**src/hdl/pdr_pkg.sv**
```systemverilog
`timescale 1ns / 1ps
// ----------------------------------------------------------------------------
// pdr_pkg
// Shared types and constants of the pcm decimator / requantizer.
// ----------------------------------------------------------------------------
package pdr_pkg;

  localparam int unsigned SampleW         = 16;
  localparam int unsigned RatioW          = 5;
  localparam int unsigned CfgIdxW         = 3;
  localparam int unsigned CfgDataW        = 5;
  localparam int unsigned MaxDecimDefault = 16;
  localparam int unsigned QueueDepth      = 2;
  // largest ratio the 5-bit register can ever ask for
  localparam int unsigned RatioLimit      = 31;

  localparam logic [SampleW-1:0] MidCode16 = 16'h8000;
  localparam logic [7:0]         MidCode8  = 8'h80;

  typedef enum logic [CfgIdxW-1:0] {
    CFG_SRC_WIDE    = 3'd0,
    CFG_SRC_TWO_CH  = 3'd1,
    CFG_DST_WIDE    = 3'd2,
    CFG_DST_TWO_CH  = 3'd3,
    CFG_DECIM_RATIO = 3'd4
  } cfg_idx_e;

  // depth/channel setup that travels with each finished group
  typedef struct packed {
    logic src_wide;
    logic dst_wide;
    logic dst_two_ch;
  } conv_t;

  typedef enum logic [1:0] {
    DIV_IDLE,
    DIV_RUN,
    DIV_DONE
  } div_state_e;

endpackage

```
**src/hdl/pdr_in_if.sv**
```systemverilog
`timescale 1ns / 1ps
// ----------------------------------------------------------------------------
// pdr_in_if
// Input frame channel: valid/ready with left and right raw codes.
// ----------------------------------------------------------------------------
interface pdr_in_if;
  logic                         valid;
  logic                         ready;
  logic [pdr_pkg::SampleW-1:0]  sample_left;
  logic [pdr_pkg::SampleW-1:0]  sample_right;

  modport source (output valid, output sample_left, output sample_right, input ready);
  modport sink   (input valid, input sample_left, input sample_right, output ready);
endinterface

```
**src/hdl/pdr_out_if.sv**
```systemverilog
`timescale 1ns / 1ps
// ----------------------------------------------------------------------------
// pdr_out_if
// Output frame channel: valid/ready with left and right result codes.
// ----------------------------------------------------------------------------
interface pdr_out_if;
  logic                         valid;
  logic                         ready;
  logic [pdr_pkg::SampleW-1:0]  out_left;
  logic [pdr_pkg::SampleW-1:0]  out_right;

  modport source (output valid, output out_left, output out_right, input ready);
  modport sink   (input valid, input out_left, input out_right, output ready);
endinterface

```
**src/hdl/pdr_fifo.sv**
```systemverilog
`timescale 1ns / 1ps
// ----------------------------------------------------------------------------
// pdr_fifo
// Small register queue between the accumulator and the divider.
// ----------------------------------------------------------------------------
module pdr_fifo #(
  parameter int unsigned Width = 8,
  parameter int unsigned Depth = pdr_pkg::QueueDepth
) (
  input  logic             clk_i,
  input  logic             rst_ni,
  input  logic             push_valid_i,
  output logic             push_ready_o,
  input  logic [Width-1:0] push_data_i,
  output logic             pop_valid_o,
  input  logic             pop_ready_i,
  output logic [Width-1:0] pop_data_o
);

  localparam int unsigned PtrW = (Depth > 1) ? $clog2(Depth) : 1;
  localparam int unsigned CntW = $clog2(Depth + 1);

  logic [Width-1:0] mem_q [Depth];
  logic [PtrW-1:0]  wr_ptr_q, wr_ptr_d;
  logic [PtrW-1:0]  rd_ptr_q, rd_ptr_d;
  logic [CntW-1:0]  count_q, count_d;
  logic             push, pop;

  assign push_ready_o = (count_q != CntW'(Depth));
  assign pop_valid_o  = (count_q != '0);
  assign pop_data_o   = mem_q[rd_ptr_q];
  assign push         = push_valid_i && push_ready_o;
  assign pop          = pop_valid_o && pop_ready_i;

  always_comb begin
    wr_ptr_d = wr_ptr_q;
    rd_ptr_d = rd_ptr_q;
    count_d  = count_q;
    if (push) begin
      wr_ptr_d = (wr_ptr_q == PtrW'(Depth - 1)) ? '0 : wr_ptr_q + 1'b1;
    end
    if (pop) begin
      rd_ptr_d = (rd_ptr_q == PtrW'(Depth - 1)) ? '0 : rd_ptr_q + 1'b1;
    end
    if (push && !pop) begin
      count_d = count_q + 1'b1;
    end else if (pop && !push) begin
      count_d = count_q - 1'b1;
    end
  end

  always_ff @(posedge clk_i or negedge rst_ni) begin
    if (!rst_ni) begin
      wr_ptr_q <= '0;
      rd_ptr_q <= '0;
      count_q  <= '0;
    end else begin
      wr_ptr_q <= wr_ptr_d;
      rd_ptr_q <= rd_ptr_d;
      count_q  <= count_d;
    end
  end

  always_ff @(posedge clk_i) begin
    if (push) begin
      mem_q[wr_ptr_q] <= push_data_i;
    end
  end

endmodule

```
**src/hdl/pdr_front.sv**
```systemverilog
`timescale 1ns / 1ps
// ----------------------------------------------------------------------------
// pdr_front
// Config registers, sample decode and per-channel group accumulation.
// ----------------------------------------------------------------------------
module pdr_front #(
  parameter int unsigned MaxDecim = pdr_pkg::MaxDecimDefault
) (
  input  logic                          clk_i,
  input  logic                          rst_ni,
  input  logic                          cfg_we_i,
  input  logic [pdr_pkg::CfgIdxW-1:0]   cfg_idx_i,
  input  logic [pdr_pkg::CfgDataW-1:0]  cfg_data_i,
  pdr_in_if.sink                        in_i,
  output logic                          push_valid_o,
  input  logic                          push_ready_i,
  output logic [pdr_pkg::RatioW + $bits(pdr_pkg::conv_t)
                + 2 * (pdr_pkg::SampleW + 1
                + $clog2((MaxDecim < pdr_pkg::RatioLimit) ? MaxDecim
                         : pdr_pkg::RatioLimit)) - 1:0] push_data_o
);

  localparam int unsigned RatioW = pdr_pkg::RatioW;
  localparam int unsigned SampleW = pdr_pkg::SampleW;
  localparam int unsigned EffMax =
    (MaxDecim < pdr_pkg::RatioLimit) ? MaxDecim : pdr_pkg::RatioLimit;
  localparam int unsigned SumW = SampleW + 1 + $clog2(EffMax);
  localparam int unsigned CntW = $clog2(EffMax + 1);

  logic                 src_wide_q, src_two_ch_q, dst_wide_q, dst_two_ch_q;
  logic [RatioW-1:0]    ratio_q;
  logic [SumW-1:0]      sum_l_q, sum_l_d, sum_r_q, sum_r_d;
  logic [CntW-1:0]      cnt_q, cnt_d;
  logic [SumW-1:0]      dec_l, dec_r, sum_l_new, sum_r_new;
  logic [RatioW-1:0]    eff_ratio, cnt_inc;
  logic                 group_done, accept;
  pdr_pkg::conv_t       conv;

  // configuration writes
  always_ff @(posedge clk_i or negedge rst_ni) begin
    if (!rst_ni) begin
      src_wide_q   <= 1'b1;
      src_two_ch_q <= 1'b1;
      dst_wide_q   <= 1'b1;
      dst_two_ch_q <= 1'b1;
      ratio_q      <= RatioW'(1);
    end else if (cfg_we_i) begin
      case (pdr_pkg::cfg_idx_e'(cfg_idx_i))
        pdr_pkg::CFG_SRC_WIDE:    src_wide_q   <= cfg_data_i[0];
        pdr_pkg::CFG_SRC_TWO_CH:  src_two_ch_q <= cfg_data_i[0];
        pdr_pkg::CFG_DST_WIDE:    dst_wide_q   <= cfg_data_i[0];
        pdr_pkg::CFG_DST_TWO_CH:  dst_two_ch_q <= cfg_data_i[0];
        pdr_pkg::CFG_DECIM_RATIO: ratio_q      <= cfg_data_i[RatioW-1:0];
        default: ;
      endcase
    end
  end

  // zero acts as one, anything past the limit acts as the limit
  always_comb begin
    if (ratio_q == '0) begin
      eff_ratio = RatioW'(1);
    end else if (32'(ratio_q) > EffMax) begin
      eff_ratio = RatioW'(EffMax);
    end else begin
      eff_ratio = ratio_q;
    end
  end

  always_comb begin
    if (src_wide_q) begin
      dec_l = {{(SumW - SampleW){in_i.sample_left[SampleW-1]}}, in_i.sample_left};
      dec_r = {{(SumW - SampleW){in_i.sample_right[SampleW-1]}}, in_i.sample_right};
    end else begin
      dec_l = {{(SumW - 8){1'b0}}, in_i.sample_left[7:0]};
      dec_r = {{(SumW - 8){1'b0}}, in_i.sample_right[7:0]};
    end
  end

  assign sum_l_new  = sum_l_q + dec_l;
  // mono source leaves the right sum alone
  assign sum_r_new  = src_two_ch_q ? (sum_r_q + dec_r) : sum_r_q;
  assign cnt_inc    = RatioW'(cnt_q) + 1'b1;
  assign group_done = (cnt_inc >= eff_ratio);

  assign in_i.ready   = push_ready_i;
  assign accept       = in_i.valid && push_ready_i;
  assign push_valid_o = in_i.valid && group_done;

  assign conv.src_wide   = src_wide_q;
  assign conv.dst_wide   = dst_wide_q;
  assign conv.dst_two_ch = dst_two_ch_q;
  assign push_data_o     = {eff_ratio, conv, sum_r_new, sum_l_new};

  always_comb begin
    sum_l_d = sum_l_q;
    sum_r_d = sum_r_q;
    cnt_d   = cnt_q;
    if (accept) begin
      if (group_done) begin
        sum_l_d = '0;
        sum_r_d = '0;
        cnt_d   = '0;
      end else begin
        sum_l_d = sum_l_new;
        sum_r_d = sum_r_new;
        cnt_d   = CntW'(cnt_inc);
      end
    end
  end

  always_ff @(posedge clk_i or negedge rst_ni) begin
    if (!rst_ni) begin
      sum_l_q <= '0;
      sum_r_q <= '0;
      cnt_q   <= '0;
    end else begin
      sum_l_q <= sum_l_d;
      sum_r_q <= sum_r_d;
      cnt_q   <= cnt_d;
    end
  end

endmodule

```
**src/hdl/pdr_back.sv**
```systemverilog
`timescale 1ns / 1ps
// ----------------------------------------------------------------------------
// pdr_back
// Bit-serial divide of both group sums, depth conversion, output register.
// ----------------------------------------------------------------------------
module pdr_back #(
  parameter int unsigned MaxDecim = pdr_pkg::MaxDecimDefault
) (
  input  logic         clk_i,
  input  logic         rst_ni,
  input  logic         pop_valid_i,
  output logic         pop_ready_o,
  input  logic [pdr_pkg::RatioW + $bits(pdr_pkg::conv_t)
                + 2 * (pdr_pkg::SampleW + 1
                + $clog2((MaxDecim < pdr_pkg::RatioLimit) ? MaxDecim
                         : pdr_pkg::RatioLimit)) - 1:0] pop_data_i,
  pdr_out_if.source    out_o
);

  localparam int unsigned RatioW = pdr_pkg::RatioW;
  localparam int unsigned SampleW = pdr_pkg::SampleW;
  localparam int unsigned ConvW = $bits(pdr_pkg::conv_t);
  localparam int unsigned EffMax =
    (MaxDecim < pdr_pkg::RatioLimit) ? MaxDecim : pdr_pkg::RatioLimit;
  localparam int unsigned SumW = SampleW + 1 + $clog2(EffMax);
  localparam int unsigned StepW = $clog2(SumW);

  pdr_pkg::div_state_e  state_q, state_d;
  logic [SumW-1:0]      quo_l_q, quo_r_q;
  logic [RatioW-1:0]    rem_l_q, rem_r_q, div_q;
  logic                 neg_l_q, neg_r_q;
  pdr_pkg::conv_t       conv_q;
  logic [StepW-1:0]     cnt_q;
  logic                 out_valid_q;
  logic [SampleW-1:0]   out_left_q, out_right_q;

  logic                 load, step, emit;
  logic [SumW-1:0]      in_sum_l, in_sum_r;
  logic [RatioW+SumW-1:0] nxt_l, nxt_r;
  logic [SampleW-1:0]   res_l, res_r;

  assign in_sum_l = pop_data_i[SumW-1:0];
  assign in_sum_r = pop_data_i[2*SumW-1:SumW];

  // one restoring step: returns {remainder, quotient}
  function automatic logic [RatioW+SumW-1:0] div_step(
    input logic [RatioW-1:0] rem,
    input logic [SumW-1:0]   quo,
    input logic [RatioW-1:0] dvs
  );
    logic [RatioW:0]   rem_sh;
    logic [RatioW-1:0] rem_n;
    logic              qbit;
    rem_sh = {rem, quo[SumW-1]};
    if (rem_sh >= {1'b0, dvs}) begin
      rem_n = RatioW'(rem_sh - {1'b0, dvs});
      qbit  = 1'b1;
    end else begin
      rem_n = rem_sh[RatioW-1:0];
      qbit  = 1'b0;
    end
    return {rem_n, quo[SumW-2:0], qbit};
  endfunction

  // restore sign, then requantize the low 16 bits of the average
  function automatic logic [SampleW-1:0] convert(
    input logic [SumW-1:0] quo,
    input logic            neg,
    input pdr_pkg::conv_t  cv
  );
    logic [SampleW-1:0] avg;
    logic [SampleW-1:0] biased;
    logic [SampleW-1:0] res;
    avg    = neg ? (~quo[SampleW-1:0] + 1'b1) : quo[SampleW-1:0];
    biased = avg + pdr_pkg::MidCode16;
    if (cv.src_wide && !cv.dst_wide) begin
      res = {8'h00, biased[SampleW-1:8]};
    end else if (!cv.src_wide && cv.dst_wide) begin
      res = {avg[7:0] ^ pdr_pkg::MidCode8, 8'h00};
    end else if (cv.dst_wide) begin
      res = avg;
    end else begin
      res = {8'h00, avg[7:0]};
    end
    return res;
  endfunction

  assign nxt_l = div_step(rem_l_q, quo_l_q, div_q);
  assign nxt_r = div_step(rem_r_q, quo_r_q, div_q);
  assign res_l = convert(quo_l_q, neg_l_q, conv_q);
  assign res_r = conv_q.dst_two_ch ? convert(quo_r_q, neg_r_q, conv_q) : '0;

  always_comb begin
    state_d     = state_q;
    pop_ready_o = 1'b0;
    load        = 1'b0;
    step        = 1'b0;
    emit        = 1'b0;
    case (state_q)
      pdr_pkg::DIV_IDLE: begin
        pop_ready_o = 1'b1;
        if (pop_valid_i) begin
          load    = 1'b1;
          state_d = pdr_pkg::DIV_RUN;
        end
      end
      pdr_pkg::DIV_RUN: begin
        step = 1'b1;
        if (cnt_q == '0) begin
          state_d = pdr_pkg::DIV_DONE;
        end
      end
      pdr_pkg::DIV_DONE: begin
        // output slot free or being drained this cycle
        if (!out_valid_q || out_o.ready) begin
          emit    = 1'b1;
          state_d = pdr_pkg::DIV_IDLE;
        end
      end
      default: state_d = pdr_pkg::DIV_IDLE;
    endcase
  end

  always_ff @(posedge clk_i or negedge rst_ni) begin
    if (!rst_ni) begin
      state_q     <= pdr_pkg::DIV_IDLE;
      out_valid_q <= 1'b0;
    end else begin
      state_q <= state_d;
      if (emit) begin
        out_valid_q <= 1'b1;
      end else if (out_o.ready) begin
        out_valid_q <= 1'b0;
      end
    end
  end

  always_ff @(posedge clk_i) begin
    if (load) begin
      neg_l_q <= in_sum_l[SumW-1];
      neg_r_q <= in_sum_r[SumW-1];
      quo_l_q <= in_sum_l[SumW-1] ? (~in_sum_l + 1'b1) : in_sum_l;
      quo_r_q <= in_sum_r[SumW-1] ? (~in_sum_r + 1'b1) : in_sum_r;
      rem_l_q <= '0;
      rem_r_q <= '0;
      conv_q  <= pop_data_i[2*SumW +: ConvW];
      div_q   <= pop_data_i[2*SumW+ConvW +: RatioW];
      cnt_q   <= StepW'(SumW - 1);
    end else if (step) begin
      {rem_l_q, quo_l_q} <= nxt_l;
      {rem_r_q, quo_r_q} <= nxt_r;
      cnt_q <= cnt_q - 1'b1;
    end
    if (emit) begin
      out_left_q  <= res_l;
      out_right_q <= res_r;
    end
  end

  assign out_o.valid     = out_valid_q;
  assign out_o.out_left  = out_left_q;
  assign out_o.out_right = out_right_q;

endmodule

```
**src/hdl/pcm_decimate_and_requantize.sv**
```systemverilog
`timescale 1ns / 1ps
// ----------------------------------------------------------------------------
// pcm_decimate_and_requantize
// Boxcar decimator of pcm frames with 8/16-bit depth conversion.
// Input frames are taken one per cycle while the two-entry group queue has room.
// A completed group passes through the queue to the bit-serial divider, which
// works out one quotient bit a cycle for both sums, then goes to the output register.
// The divider takes a new group only after it has emitted the previous one.
// Reset clears sums, frame count, queue and output valid; registers go to their
// defaults (16-bit stereo both sides, ratio 1).
// ----------------------------------------------------------------------------
module pcm_decimate_and_requantize #(
  parameter int unsigned MaxDecim = pdr_pkg::MaxDecimDefault
) (
  input  logic                          clk_i,
  input  logic                          rst_ni,
  input  logic                          cfg_we_i,
  input  logic [pdr_pkg::CfgIdxW-1:0]   cfg_idx_i,
  input  logic [pdr_pkg::CfgDataW-1:0]  cfg_data_i,
  pdr_in_if.sink                        in_i,
  pdr_out_if.source                     out_o
);

  localparam int unsigned EffMax =
    (MaxDecim < pdr_pkg::RatioLimit) ? MaxDecim : pdr_pkg::RatioLimit;
  localparam int unsigned SumW = pdr_pkg::SampleW + 1 + $clog2(EffMax);
  localparam int unsigned JobW = pdr_pkg::RatioW + $bits(pdr_pkg::conv_t) + 2 * SumW;

  logic            push_valid, push_ready, pop_valid, pop_ready;
  logic [JobW-1:0] push_data, pop_data;

  pdr_front #(
    .MaxDecim (MaxDecim)
  ) u_front (
    .clk_i        (clk_i),
    .rst_ni       (rst_ni),
    .cfg_we_i     (cfg_we_i),
    .cfg_idx_i    (cfg_idx_i),
    .cfg_data_i   (cfg_data_i),
    .in_i         (in_i),
    .push_valid_o (push_valid),
    .push_ready_i (push_ready),
    .push_data_o  (push_data)
  );

  pdr_fifo #(
    .Width (JobW),
    .Depth (pdr_pkg::QueueDepth)
  ) u_fifo (
    .clk_i        (clk_i),
    .rst_ni       (rst_ni),
    .push_valid_i (push_valid),
    .push_ready_o (push_ready),
    .push_data_i  (push_data),
    .pop_valid_o  (pop_valid),
    .pop_ready_i  (pop_ready),
    .pop_data_o   (pop_data)
  );

  pdr_back #(
    .MaxDecim (MaxDecim)
  ) u_back (
    .clk_i       (clk_i),
    .rst_ni      (rst_ni),
    .pop_valid_i (pop_valid),
    .pop_ready_o (pop_ready),
    .pop_data_i  (pop_data),
    .out_o       (out_o)
  );

endmodule
```
**src/flat_wrapper.sv**
```systemverilog
// flat-port wrapper written by rule: the top's interface ports become plain ports
module pcm_decimate_and_requantize_flat 
#(
  parameter int unsigned MaxDecim = pdr_pkg::MaxDecimDefault
)
  (clk_i, rst_ni, cfg_we_i, cfg_idx_i, cfg_data_i, in_i_valid, in_i_sample_left, in_i_sample_right, in_i_ready, out_o_valid, out_o_out_left, out_o_out_right, out_o_ready);
  pdr_in_if in_i_i ();
  pdr_out_if out_o_i ();
  input  logic clk_i;
  input  logic rst_ni;
  input  logic cfg_we_i;
  input  logic [pdr_pkg::CfgIdxW-1:0] cfg_idx_i;
  input  logic [pdr_pkg::CfgDataW-1:0] cfg_data_i;
  input wire logic [$bits(in_i_i.valid)-1:0] in_i_valid;
  input wire logic [$bits(in_i_i.sample_left)-1:0] in_i_sample_left;
  input wire logic [$bits(in_i_i.sample_right)-1:0] in_i_sample_right;
  output wire logic [$bits(in_i_i.ready)-1:0] in_i_ready;
  output wire logic [$bits(out_o_i.valid)-1:0] out_o_valid;
  output wire logic [$bits(out_o_i.out_left)-1:0] out_o_out_left;
  output wire logic [$bits(out_o_i.out_right)-1:0] out_o_out_right;
  input wire logic [$bits(out_o_i.ready)-1:0] out_o_ready;
  assign in_i_i.valid = in_i_valid;
  assign in_i_i.sample_left = in_i_sample_left;
  assign in_i_i.sample_right = in_i_sample_right;
  assign in_i_ready = in_i_i.ready;
  assign out_o_valid = out_o_i.valid;
  assign out_o_out_left = out_o_i.out_left;
  assign out_o_out_right = out_o_i.out_right;
  assign out_o_i.ready = out_o_ready;
  pcm_decimate_and_requantize #(.MaxDecim(MaxDecim)) u_core (.clk_i(clk_i), .rst_ni(rst_ni), .cfg_we_i(cfg_we_i), .cfg_idx_i(cfg_idx_i), .cfg_data_i(cfg_data_i), .in_i(in_i_i), .out_o(out_o_i));
endmodule
```
**config.mk**
```make
export PLATFORM = sky130hd
export DESIGN_NAME = pcm_decimate_and_requantize_flat
export DESIGN_NICKNAME = d
export VERILOG_FILES = /design/src/hdl/pdr_pkg.sv /design/src/hdl/pdr_in_if.sv /design/src/hdl/pdr_out_if.sv /design/src/hdl/pdr_fifo.sv /design/src/hdl/pdr_front.sv /design/src/hdl/pdr_back.sv /design/src/hdl/pcm_decimate_and_requantize.sv /design/src/flat_wrapper.sv
export SDC_FILE = /design/constraint.sdc
export NUM_CORES = 1
export LEC_CHECK = 0
export ABC_AREA = 1
export BUFFER_PORTS_ARGS = -buffer_cell sky130_fd_sc_hd__buf_2
export CAP_MARGIN = 0
export CORE_ASPECT_RATIO = 0.75
export CORE_UTILIZATION = 60
export DETAILED_ROUTE_END_ITERATION = 10
export PLACE_DENSITY = 0.83
export SYNTH_ARGS = -nofsm -noshare
export SYNTH_HDL_FRONTEND = slang
export SYNTH_HIERARCHICAL = 1
export SYNTH_SLANG_ARGS = --single-unit
```
**constraint.sdc**
```tcl
create_clock -name clk_i -period 6.1 [get_ports clk_i]
set_input_delay 0.305 -clock clk_i [delete_from_list [all_inputs] [get_ports clk_i]]
set_output_delay 0.305 -clock clk_i [all_outputs]
set_load 0.01 [all_outputs]
```
==> results.md, run 1 <==
Synthesis:
- The number of flops mapped to enable cells by yosys is 184.
- The most used flip-flop cell after synthesis is edfxtp_1.
- The number of nets handed over by synthesis was slightly above 2000.
- The synthesized area per cell is roughly 8.1 µm².
- After synthesis, the cell types taking the most area are edfxtp_1 35%, nand2_1 16%, dfrtp_1 9.2%, nand3_1 4.9%, ha_1 4.7%.
- The count of warnings emitted by yosys is 6.
- The number of distinct library cell variants in the gate-level netlist after synthesis is 60.
- After synthesis, the share of flip-flops with an asynchronous set or reset is 24.0%.
- The synthesized netlist cell count is slightly below 2000.
- Summed over its instances, the top area cell type makes up between 30% and 40% of the synthesized netlist area.
- After synthesis, flip-flops and latches occupy a little under half of the total area.
- The synthesized design contains roughly 260 register bits.
- The synthesized area is 0.0158 mm².
- The cell taking the most area after synthesis is edfxtp_1.

Route:
- The final layout contains routed wiring with a total length of ~36 mm.
- Once detail routing completed, the nets flagged for antenna violations numbered 0.
- The total via count in the routed design is around 13000.
- The number of iterations in the first detailed-routing pass is 6.
- After detailed routing, the average wire length per cell comes to 15.0 µm.
- In the routed layout, each cell is associated on average with a via count of 5.50.
- For this run, design rule violations remaining after detail routing come to 0.
- After the first detailed-routing iteration, the DRC count stood at roughly 1300.

Setup path:
- The worst setup path is captured at a register.
- The required time of the critical path is about 6.3 ns.
- The worst setup path is of the reg -> reg kind.
- The endpoint of the worst register-to-register path is u_core/u_fifo/mem_q[0][37]$_DFFE_PP_.
- The startpoint identified for the worst register-to-register timing path is u_core/u_front/cnt_q[0]$_DFFE_PN0P_.
- Measured in cells, the most critical reg-to-reg path has a length of 12.
- For flop-to-flop paths, the worst setup slack is 3.09 ns.
- Along the worst path, the maximum fanout reaches 50.
- In this design, the stage delay of the slowest critical-path cell is 0.52 ns.
- The slowest stage of the critical path belongs to the cell buf_4.
- The data arrival time of the critical path is 3.17 ns.
- The buffer and inverter count on the worst path is 2.
- STA classifies the critical path startpoint as a register.
- The kind of cell with the highest combined delay on the critical path is simple AND/OR/NAND/NOR gates.
- Walking the worst path, the cells encountered are ha_1 > nand3_1 > xor2_1 > ha_1 > nand2_1 > o221a_2 > nand2_1 > inv_1 > nor2_1 > nand2_2 > nor2_4 > buf_4.

Finish:
- From synthesis to final layout, the design area changed by 8.58%.
- The final cell count without fillers is 2369.
- In the layout the commonest cells are 684 x nand2_1, 195 x inv_1, 184 x edfxtp_1.
- Counting the fill cells in the layout gives 2050.
- Cells fill 67.4% of the core in the end.
- In the final layout, the multi-input gates occupy 0.00722 mm².
- Leaving out fill and tap cells, the most frequent cell in the layout is nand2_1.
- 0 antenna diodes ended up in the layout.
- The ratio of cells with drive above 1 in the final layout is approximately 10%.
- The final layout contains 2120 nets.
- The sequential cells in the finished layout cover a total of 0.00741 mm².

Clocking:
- The maximum number of buffers from clock root to sink is 3.
- The number of buffers created by CTS is 26.
- Clock latency on the worst-skew pair, taken at its later pin, is 0.53 ns.
- The count of cells resized by post-cts repair is 0.
- The CTS tree is built.
- The cell sitting at the root of the clock tree is a clkbuf_16.
- The clock drives between 200 and 300 sinks.
- In this run the post-CTS setup repair buffer count came out at 0.
- The clock transition at the register clock pins on the worst setup and hold paths after CTS is 0.06 ns.
- The number of hold buffers added after CTS was 0.
- CTS built an H-tree with a depth of 1.

Timing:
- For the pin with the worst max-slew slack, the measured transition is 0.913 ns.
- The worst max-slew margin expressed relative to the limit is 39.1%.
- For this run, the top clock speed supported by timing is 333 MHz.
- Hold timing on the final database bottoms out at a slack of -0.0396 ns.
- The minimum clock period is 3.01 ns.
- Between clock sinks in the finished design, the worst skew comes to 0.00981 ns.
- Adding up every negative setup slack in the final design gives 0 ns.
- The final worst-path setup slack is 3.09 ns.
- The number of max-slew violations in the final report is 0.
- Setup repair after global routing left no endpoint under its margin.
- The final hold violation count is 13.
- The number of setup violations in the final report is 0.
- The post-route fraction of the period consumed by the critical path is 49.3%.

Floorplanning:
- The floorplan has 50 rows.
- The total die area is 0.0269 mm².
- Once the floorplan was initialized, standard cells occupied 62.1% of the core.
- between 70 and 80 I/O pins were placed.
- The height of the die is 142 µm.
- The area of the core is 0.0254 mm².
- The die outline width is 189 µm.

Power and ir drop:
- Dividing total power by cell area gives a power density of 540 mW/mm².
- Sequential cells account for 34.6% of the total power.
- The static leakage power is between 8 and 9 nW.
- Combinational logic burns approximately half of the power.
- Net switching is 44.4% of the power.
- The internal power contribution is 5.15 mW.
- The switching power is 4.10 mW.
- Of the total power, the clock network draws 17.2%.
- The worst voltage drop across the vdd grid is between 0.2 and 0.3 mV.

Placement:
- The final weighted congestion in routability-driven placement is 0.936.
- The estimated wirelength of the detail-placed design is 25.9 mm.
- Port buffering added 78 buffers.
- OpenSTA, run right after detailed placement, puts the worst setup slack at 3.16 ns.
- The number of placed instances, taps included, is 2322.

Global routing:
- The first global-routing pass estimated roughly 60 mm of wire.
- Global routing consumed, over all layers together, a little over a quarter of the routing resources.
- The via count of the first global-routing pass is 12000.
- The total overflow left after global routing is 0.
- Entering global routing, the biggest net connects 64 pins.
- The initial antenna violation count is 0.

Run:
- Max-cap violations in this run came to 0.

Worst hold path:
- The path class of the tightest hold or removal check is in -> async.

Status:
- The flow ran to the end, but the final reports show violations.
- The checks that failed: hold timing.
kinds of logic after synthesis:
| kind of cell | share of synthesized area [%] |
|---|---|
| compound gates | 7.43 |
| buf+inv | 7.33 |
| fa+ha+maj | 5.19 |
| mux | 0.0635 |
| xor+xnor | 3.39 |
| simple gates | 29.6 |
| flops | 47.0 |
power by group through the flow:
stage,sequential (mW),clock [mW],combinational (mW)
2_1_floorplan,3.08,0,3.47
3_3_place_gp,3.19,0,4.18
3_5_place_dp,3.21,0,4.37
4_1_cts,3.19,1.62,4.40
5_1_grt,3.26,1.68,5.03
6_report,3.20,1.59,4.46
final cells by class:
type / instances / area share, %
Clock buffer: 35 / 4.12
Clock inverter: 12 / 0.811
Inverter: 204 / 4.52
Multi-Input combinational cell: 1432 / 42.2
Sequential cell: 262 / 43.3
Tap cell: 338 / 2.47
Timing Repair Buffer: 86 / 2.63
state kept, by name (all words and copies together), names as in the netlist, 2 cells and up:
name and flops:
u_core/u_back/rem_r_q 5, u_core/u_back/cnt_q 5, u_core/u_back/state_q 2, u_core/u_front/cnt_q 5, u_core/u_back/quo_l_q 21, u_core/u_front/ratio_q 5, u_core/u_back/rem_l_q 5, u_core/u_back/out_o.out_left 16
u_core/u_back/conv_q 3, u_core/u_back/out_o.out_right 16, u_core/u_front/sum_l_q 21, u_core/u_fifo/count_q 2, u_core/u_front/sum_r_q 21, u_core/u_fifo/mem_q 100, u_core/u_back/div_q 5, u_core/u_back/quo_r_q 21
routing by layer:
layer  GRT usage (%)  vias up  part of all wire (%)
li1                -     6488                     -
met1            40.6     5983                    47
met2            41.6      518                    43
met3            4.22       44                   8.7
met4            4.92        0                   1.3
met5               0        -                     0
synthesized netlist by cell type (6+ instances only):
cell      instances
nand2_1         684
inv_1           195
edfxtp_1        184
nand3_1         155
nor2_1          142
o21ai_0          90
a21oi_1          71
ha_1             59
dfrtp_1          58
xor2_1           44
nand2_2          36
and2_1           17
xnor2_1          17
nand4_1          16
dfxtp_1          15
buf_2            12
clkbuf_1         12
buf_6            11
nand3b_1         11
buf_4            10
o21ai_1          10
nor3_1            8
inv_2             7
nor2_2            7
o21ai_2           6
through the flow:
stage                     instance area [µm²]  power (mW)
after floorplan                         15800        6.55
after global placement                  16300        7.37
after detailed placement                16300        7.58
after CTS                               17100        9.21
after global routing                    17100        9.97
final                                   17100        9.25
worst max path at each step:
stage	startpoint	endpoint	slack (ns)	cells after the start
after floorplan	u_core/u_front/cnt_q[0]$_DFFE_PN0P_	u_core/u_fifo/mem_q[0][0]$_DFFE_PP_	1.77	11
after global placement	u_core/u_front/cnt_q[0]$_DFFE_PN0P_	u_core/u_fifo/mem_q[0][15]$_DFFE_PP_	3.19	12
after detailed placement	u_core/u_front/cnt_q[0]$_DFFE_PN0P_	u_core/u_fifo/mem_q[0][15]$_DFFE_PP_	3.16	12
after CTS	u_core/u_front/cnt_q[0]$_DFFE_PN0P_	u_core/u_fifo/mem_q[0][6]$_DFFE_PP_	3.10	12
after global routing	u_core/u_front/cnt_q[0]$_DFFE_PN0P_	u_core/u_fifo/mem_q[1][38]$_DFFE_PP_	2.91	12
final	u_core/u_front/cnt_q[0]$_DFFE_PN0P_	u_core/u_fifo/mem_q[0][37]$_DFFE_PP_	3.09	12
Note: power is estimated with default switching activity, not from simulation.
==> run 2, diff against run 1 <==
--- a/config.mk
+++ b/config.mk
@@ -5,7 +5,7 @@
 export SDC_FILE = /design/constraint.sdc
 export NUM_CORES = 1
 export LEC_CHECK = 0
-export ABC_AREA = 1
+export ABC_AREA = 0
 export BUFFER_PORTS_ARGS = -buffer_cell sky130_fd_sc_hd__buf_2
 export CAP_MARGIN = 0
 export CORE_ASPECT_RATIO = 0.75
==> constraint.sdc (replaced) <==
create_clock -name clk_i -period 3.1 [get_ports clk_i]
set_input_delay 0.155 -clock clk_i [delete_from_list [all_inputs] [get_ports clk_i]]
set_output_delay 0.155 -clock clk_i [all_outputs]
set_load 0.01 [all_outputs]
==> run 2 against run 1 <==
  * Cell count down 23%
  * Sequential cell count unchanged
  * Clock skew is 0.012 ns higher
  * Synthesized area shrank 3.9%
  * Register-to-register slack got worse by 3.0 ns
  * Non-clock buffer count grew 35
  * Via count down 16%
  * The flow now finishes without violations
  * Core utilization increased by 1.8 points
  * Power increased by 88%
  * Critical endpoint is now u_core/u_fifo/mem_q[1][20]$_DFFE_PP_
  * Design area shrank 1.4%
  * Critical path depth is 2 lower
  * Global-route usage shrank 1.2 points
==> results.md, run 2 <==
Status:
- The flow ran to the end, and the final reports show no timing, DRC or antenna violations.

Power and ir drop:
- The overall power consumption is 17.4 mW (+88%).
- The switching power is 6.94 mW (+69%).
- The combinational power share is 45.1% (-3.1 points).
- The clock power share is 18.7% (+1.5 points).
- The static leakage power came to 6.85 nW (-16%).
- The switching power share of the total is 40.0% (-4.4 points).
- The power density normalized to cell area is 1030 mW/mm² (+90%).
- The share of total power in sequential cells is 36.2% (+1.6 points).
- The worst voltage drop across the vdd grid came to 0.581 mV (+99%).
- The internal power contribution is 10.4 mW (+100%).

Placement:
- The estimated wirelength of the detail-placed design is 23.6 mm (-8.8%).
- The final weighted congestion in routability-driven placement is 0.967 (+3.3%).
- The count of input and output buffers is 78 (unchanged).
- The post-placement setup slack came to 0.0643 ns (-3.09 ns).
- The placed cell area was 0.0159 mm² (-2.6%).

Synthesis:
- The number of nets produced by synthesis is 1499 (-27%).
- The cell with the most instances after synthesis is edfxtp_1.
- The sequential share of the synthesized area is 48.9% (+1.9 points).
- The share of the synthesized area in the top cell type is 36.5% (+1.4 points).
- The synthesized area per cell was 10.9 µm² (+35%).
- The number of flops mapped to enable cells by yosys was 184 (unchanged).
- The fraction of registers with async set or reset after synthesis is 24.0% (unchanged).
- The number of synthesized register bits was 262 (unchanged).
- The cell taking the most area after synthesis is edfxtp_1.
- The count of warnings emitted by yosys was 6 (unchanged).
- The number of distinct library cell variants in the gate-level netlist after synthesis is 86 (+43%).
- Ranked by total cell area, the synthesized netlist is headed by edfxtp_1 36%, dfrtp_1 9.6%, ha_1 4.9%, mux2_4 4.9%, nand2_1 4.3%.
- The flip-flop cell with the highest count after synthesis is edfxtp_1.
- The synthesized area is 0.0152 mm² (-3.9%).
- The synthesized netlist cell count is 1391 (-29%).
- In the synthesized netlist, the cells that appear most often are 184 x edfxtp_1, 172 x nand2_1, 122 x o21ai_0.

Global routing:
- The total global routing track utilization came to 25.8% (-1.2 points).
- The global-route wire length before repair was 53.1 mm (-9.4%).
- The total congestion overflow is 0 (unchanged).
- The pin count of the biggest net entering global routing is 51 (-20%).
- The initial antenna violation count is 0 (unchanged).
- The via count of the first global-routing pass was 10300 (-14%).

Timing:
- The worst max-slew margin expressed relative to the limit was 22.7% (-16 points).
- The final hold violation count is 0 (-13).
- Setup repair after global routing left no endpoint under its margin.
- The setup skew after layout came to 0.0216 ns (+0.0118 ns).
- The sum of negative setup slack is 0 ns (unchanged).
- The number of setup violations in the final report is 0 (unchanged).
- The minimum clock period is 2.99 ns (-0.0106 ns).
- The number of max-slew violations in the final report is 0 (unchanged).
- The maximum clock frequency was 334 MHz (+0.35%).
- The worst hold margin is 0.0681 ns (+0.108 ns).
- The transition time of the tightest slew-check pin came to 1.16 ns (+0.246 ns).
- The post-route fraction of the period consumed by the critical path is 96.6% (+47 points).
- The final worst-path setup slack is 0.105 ns (-2.99 ns).

Route:
- The number of design rule violations left after detail routing is 0 (unchanged).
- The average routed wire per standard cell is 18.2 µm (+21%).
- The total via count in the routed design is 11000 (-16%).
- The number of iterations in the first detailed-routing pass is 5 (-1).
- The ratio of routed vias to standard cells came to 6.05 (+9.9%).
- The violation count after the first detailed-routing iteration came to 978 (-25%).
- The remaining number of nets flagged by the antenna check after routing is 0 (unchanged).
- The post-detailed-routing wire length is 33.1 mm (-7.2%).

Clocking:
- The number of buffers created by CTS was 26 (unchanged).
- The maximum number of buffers from clock root to sink is 3 (unchanged).
- The clock transition at the register clock pins on the worst setup and hold paths after CTS is 0.07 ns (about the same).
- The cell sitting at the root of the clock tree is a clkbuf_16.
- The CTS tree is built.
- The deepest level of the CTS H-tree is 1 (unchanged).
- The clock insertion delay at the later pin of the skew report is 0.54 ns (about the same).
- The number of sinks on the clock net is 262 (unchanged).

Finish:
- The register name with the most flops is u_core/u_fifo/mem_q.
- The antenna diode count is 0 (unchanged).
- The final instance area came to 0.0169 mm² (-1.4%).
- The net count reported at finish came to 1575 (-26%).
- The ratio of cells with drive above 1 in the final layout is 18.9% (+8.7 points).
- The flip-flop count of the largest register, all copies and words added is 100 (unchanged).
- The most common library cell in the layout ignoring fill and taps is edfxtp_1.
- Leaving out fill and tap cells, the most frequent cells in the layout are 184 x edfxtp_1, 171 x nand2_1, 122 x o21ai_0.
- The signed area change from the synthesized netlist to the final layout is 11.4%.

Floorplanning:
- The height of the die is 140 µm (-1.9%).
- The number of ports placed on the die boundary is 79 (unchanged).
- The total die area is 0.0259 mm² (-3.9%).
- The effective utilization at floorplan came to 62.1% (about the same).
- The area of the core is 0.0244 mm² (-3.9%).
- The die outline width was 186 µm (-2.0%).
- The cell row count is 49 (-2.0%).

Setup path:
- The type of element launching the critical path is a register.
- The critical path's largest stage delay was 0.70 ns (+0.18 ns).
- The slowest stage of the critical path belongs to the cell dfstp_4.
- The worst setup path category is reg -> reg.
- The kind of cell with the highest combined delay on the critical path is simple AND/OR/NAND/NOR gates.
- The data arrival time of the critical path came to 3.28 ns (+0.11 ns).
- The largest fanout of any net on the critical path came to 11 (-78%).
- The buffer and inverter count on the worst path came to 1 (-1).
- The critical path goes through buf_4 > and2_1 > ha_1 > nand2_1 > nor2_1 > a21oi_1 > a21oi_2 > or4_4 > and2_4 > xnor2_1.
- The endpoint kind of the worst setup timing path is a register.
- The required time of the critical path was 3.39 ns (-2.87 ns).

Worst hold path:
- The path class of the lowest-slack min-delay path is in -> async.

Run:
- The count of maximum capacitance violations is 0 (unchanged).
==> run 2: cell types whose count changed after synthesis, moves of 32 or more <==
cell / previous run / this run
nand2_2: 36 / 0
inv_1: 195 / 44
o21ai_0: 90 / 122
clkbuf_1: 12 / 53
nand3_1: 155 / 30
nor2_1: 142 / 70
mux2_4: 0 / 49
nand2_1: 684 / 172
==> run 2: worst reg2reg max path, cell delays in order, from the launching register on <==
cell and delay (ns):
dfstp_4 0.70, buf_4 0.23, and2_1 0.15, ha_1 0.30, nand2_1 0.16, nor2_1 0.08
a21oi_1 0.22, a21oi_2 0.11, or4_4 0.49, and2_4 0.18, xnor2_1 0.13
==> run 2: power groups by stage <==
stage,registers [mW],clock network [mW],logic (mW)
after CTS,6.27,3.30,7.67
final,6.29,3.25,7.83
after detailed placement,6.33,0,7.62
after floorplan,5.90,0,6.07
after global routing,6.42,3.43,8.60
after global placement,6.27,0,7.30
==> run 2: what timing repair did <==
item / CTS / global route
endpoints found under the setup margin: 0 / 17
hold buffers: 10 / 0
endpoints found under the hold margin: 55 / 0
resized for setup: 0 / 6
setup buffers: 0 / 1
==> run 2: logic make-up after synthesis <==
logic type / share of synthesized area, %
buffers and inverters: 3.67
flip-flops: 48.9
adder cells (fa/ha/maj): 5.40
XOR/XNOR: 6.59
AO/OA/AOI/OAI: 14.7
AND/OR/NAND/NOR: 13.3
multiplexers: 7.43
==> run 2: per-layer routing <==
metal	track usage, %	vias up	wire, µm
li1	-	5277	-
met1	38.7	5237	15600
met2	39.3	424	14500
met3	4.32	54	2380
met4	5.70	0	611
met5	0	-	0
==> run 2: area by class of cell <==
cell class | count | area [µm²]
fill | 1802 | 7510
sequential | 262 | 7410
multi-input combinational | 1012 | 7230
timing repair buffer | 121 | 763
clock buffer | 33 | 726
tap | 331 | 414
clock inverter | 15 | 175
inverter | 44 | 165
==> run 2: final timing paths <==
check	from	end	slack, ns	depth (start not counted)
max	u_core/u_front/src_wide_q$_DFFE_PN1P_	u_core/u_fifo/mem_q[1][20]$_DFFE_PP_	0.11	10
min	rst_ni	u_core/u_front/sum_l_q[7]$_DFFE_PN0P_	0.07	2
max reg2reg	u_core/u_front/src_wide_q$_DFFE_PN1P_	u_core/u_fifo/mem_q[1][20]$_DFFE_PP_	0.11	10
min reg2reg	u_core/u_back/rem_l_q[4]$_SDFFE_PP0P_	u_core/u_back/rem_l_q[4]$_SDFFE_PP0P_	0.46	2
max in group asynchronous	rst_ni	u_core/u_fifo/rd_ptr_q$_DFFE_PN0P_	2.28	3
min in group clk_i	cfg_idx_i[2]	u_core/u_front/src_wide_q$_DFFE_PN1P_	0.07	4
==> run 2: per-stage QoR <==
stage / instances / utilization [%]
final: 1818 / 69.2
after detailed placement: 1759 / 65.0
after global routing: 1818 / 69.2
after floorplan: 1391 / -
after global placement: 1759 / 65.0
after CTS: 1817 / 69.1
